[src/rtl/core/sgdb_queue.sv]
// Queue: short FIFO between the front end and the filter back end.
`timescale 1ns / 1ps

module sgdb_queue #(
  parameter int DEPTH = 4,
  parameter type entry_t = logic
) (
  input  logic   clk,
  input  logic   rst_n,
  input  logic   push,
  input  entry_t push_data,
  input  logic   pop,
  output entry_t head,
  output logic   nempty,
  output logic   full
);
  localparam int PW = $clog2(DEPTH);
  localparam int NW = $clog2(DEPTH + 1);

  entry_t        slot_r [DEPTH];
  logic [PW-1:0] wr_ptr_r, rd_ptr_r;
  logic [NW-1:0] count_r;

  assign nempty = count_r != '0;
  assign full   = count_r == NW'(DEPTH);
  assign head   = slot_r[rd_ptr_r];

  always_ff @(posedge clk) begin
    if (push) slot_r[wr_ptr_r] <= push_data;
  end

  always_ff @(posedge clk) begin
    if (!rst_n) begin
      wr_ptr_r <= '0;
      rd_ptr_r <= '0;
      count_r  <= '0;
    end else begin
      if (push) wr_ptr_r <= (wr_ptr_r == PW'(DEPTH - 1)) ? '0 : wr_ptr_r + PW'(1);
      if (pop) rd_ptr_r <= (rd_ptr_r == PW'(DEPTH - 1)) ? '0 : rd_ptr_r + PW'(1);
      if (push && !pop) count_r <= count_r + NW'(1);
      else if (pop && !push) count_r <= count_r - NW'(1);
    end
  end

endmodule

[config.mk]
export PLATFORM = sky130hd
export DESIGN_NAME = sgdb_queue
export DESIGN_NICKNAME = d
export VERILOG_FILES = /design/src/rtl/core/sgdb_queue.sv
export SDC_FILE = /design/constraint.sdc
export NUM_CORES = 1
export LEC_CHECK = 0
export BUFFER_PORTS_ARGS = -buffer_cell sky130_fd_sc_hd__buf_2
export CELL_PAD_IN_SITES_DETAIL_PLACEMENT = 1
export CELL_PAD_IN_SITES_GLOBAL_PLACEMENT = 1
export CORE_UTILIZATION = 45
export CTS_CLUSTER_SIZE = 12
export DETAILED_ROUTE_END_ITERATION = 10
export GPL_TIMING_DRIVEN = 0
export PLACE_DENSITY_LB_ADDON = 0.1
export SLEW_MARGIN = 15
export SYNTH_ARGS = -nofsm -noshare
export SYNTH_HDL_FRONTEND = slang
export SYNTH_SLANG_ARGS = --single-unit
[constraint.sdc]
create_clock -name clk -period 2.6 [get_ports clk]
set_input_delay 0.39 -clock clk [delete_from_list [all_inputs] [get_ports clk]]
set_output_delay 0.39 -clock clk [all_outputs]
set_load 0.05 [all_outputs]
==> qor.yml <==
met1_usage: 0.189
synth_compound_area_frac: 0.0417
fin_crit_sh: 0.660
fin_tns_setup_ns: 0
clk_pin_slew_ns: 0.08
vias: 372
synthAdderAreaFrac: 0.158
hold_ws_ns: 0.336
syn_nets: 61
drt_iter0_markers: 1
antenna_found_initial: 0
seqCellArea_um2: 300
final_common_cell: "dfxtp_1"
synth-edff-count: 4
syn_area_um2: 601
period_minus_slack_ns: 1.72
power.density_mw_per_mm2: 704
crit_required_ns: 2.21
die_x_um: 38.5
max_cap_violations: 0
io_pins: 8
io_buffers: 7
gp_congestion: 0.649
drcViolationCount: 0
ys_seq_elements: 13
die_area_mm2: 0.00148
root_buffer: "clkbuf_4"
hold_class: "in -> reg"
hold_buffers: 0
clkLatencyLatePin_ns: 0.27
status: "completed"
core_mm2: 0.00117
cts_made_buffers: 3
power.leakage_nw: 0.296
wire_per_inst_um: 13.8
antenna_cells: 0
synth_flop_cell: "dfxtp_1"
synth-async-reset-ratio: 0
worstRegToRegCells: 4
r2r-end: "count_r[2]"
tightest_slew_ns: 0.271
initial_utilization: 0.513
cp.arrival_ns: 1.33
cp-endpoint: "head"
drtAntennaViolNets: 0
grt_pass1_vias: 416
fmax_mhz: 583
cts_tree: "done"
yosys.area_share.simple: 0.158
cpPeakStageDelay_ns: 0.49
ys_seq_area_frac: 0.500
overflow: 0
cts_resized: 0
synth_xor_area_frac: 0.0292
final_max_slew_viol_count: 0
end_kind: "output pin"
grt_max_degree: 9
maxSlewHeadroom: 0.820
rows: 12
cp_slowest_cell: "mux4_2"
use_met3: 0.0174
cts.sinks: 13
yosys_warnings: 0
finalSetupViolations: 0
nets: 73
syn_to_final_growth_pct: 13.1
use_met2: 0.338
rsz0062_at_grt: "false"
cp_cell_sequence: "mux4_2 > buf_2"
synth_top_family_by_area: "simple AND/OR/NAND/NOR gates"
routed_via_density: 5.03
grt_pass1_wl_um: 1730
drive_above_1_share: 0.183
cts_setup_buffers: 0
track_usage: 0.180
hold_viol_final: 0
synthMuxAreaShare: 0.0875
most-common-layout-cells: "dfxtp_1, buf_2, ha_1, and2_1"
critPathKind: "reg -> out"
nFillCells: 132
reg2reg_slack_ns: 1.11
fin_skew_ns: 0.000805
syn_inst: 49
htree_num_levels: 1
routed_wl_um: 1020
irDropWorstVdd_mv: 0.335
place.detailed.hpwl_um: 807
grt_busiest_layer: "met2"
multi_input_area_um2: 285
syn_area_per_cell_um2: 12.3
r2r_start: "count_r[0]"
detailedRoute.firstPassIterationCount: 2
startpoint_type: "flop"
synth.distinct_cells: 18
critPathMaxFanout: 1
cts_buffer_depth: 2
die_y_um: 38.5
[power breakdown]
group	switching, mW	leakage [nW]	internal, mW	total (mW)
Sequential	0.0162	0.111	0.227	0.243
Combinational	0.0709	0.170	0.0431	0.114
Clock	0.0616	0.0150	0.0594	0.121
Total	0.149	0.296	0.329	0.478
[cells in the mapped netlist, drive strengths merged, types with 2 or more instances]
master	instances	share of area
dfxtp	9	0.30
ha	6	0.12
and2	5	0.052
edfxtp	4	0.20
inv	4	0.025
nor2b	4	0.042
mux2i	3	0.050
nor3b	3	0.037
or3	2	0.021
[critical path, delay by kind of cell, from the launching register on]
| family | cells | cell delay [ns] |
|---|---|---|
| muxes | 1 | 0.49 |
| DFF | 1 | 0.35 |
| buffers and inverters | 1 | 0.22 |
[per-layer routing]
layer  vias to the layer above  routed length (um)
li1                        188                   -
met1                       177                 422
met2                         5                 567
met3                         2                  22
met4                         0                   8
met5                         -                   0
[how the worst min path moves through the flow]
stage,startpoint,endpoint,slack (ns),cells after the start
after floorplan,count_r[2],count_r[2],0.46,2
after global placement,count_r[2],count_r[2],0.47,2
after detailed placement,count_r[2],count_r[2],0.52,2
after CTS,push_data,slot_r[0],0.33,1
after global routing,push_data,slot_r[0],0.34,1
final,push_data,slot_r[0],0.34,1
[cells by family after synthesis]
group	after synthesis
AOI/OAI and AO/OA	4
buffers and inverters	4
xor gates and xnor gates	2
muxes	4
and+or+nand+nor	15
DFF	13
adders and majority gates	7
[metrics by stage]
step	setup slack, ns	utilization	total power, mW	instances	area, um2
2_1_floorplan	0.712	-	0.329	49	601
3_3_place_gp	0.771	0.558	0.348	70	653
3_5_place_dp	0.684	0.558	0.361	70	653
4_1_cts	0.870	0.580	0.483	74	679
5_1_grt	0.802	0.580	0.506	74	679
6_report	0.884	0.580	0.478	74	679
[cell type report]
| type | count | share of cell area |
|---|---|---|
| Timing Repair Buffer | 7 | 0.0516 |
| Inverter | 4 | 0.0221 |
| Tap cell | 14 | 0.0258 |
| Multi-Input combinational cell | 32 | 0.420 |
| Sequential cell | 13 | 0.442 |
| Clock buffer | 4 | 0.0387 |
Note: power is estimated with default switching activity, not from simulation.
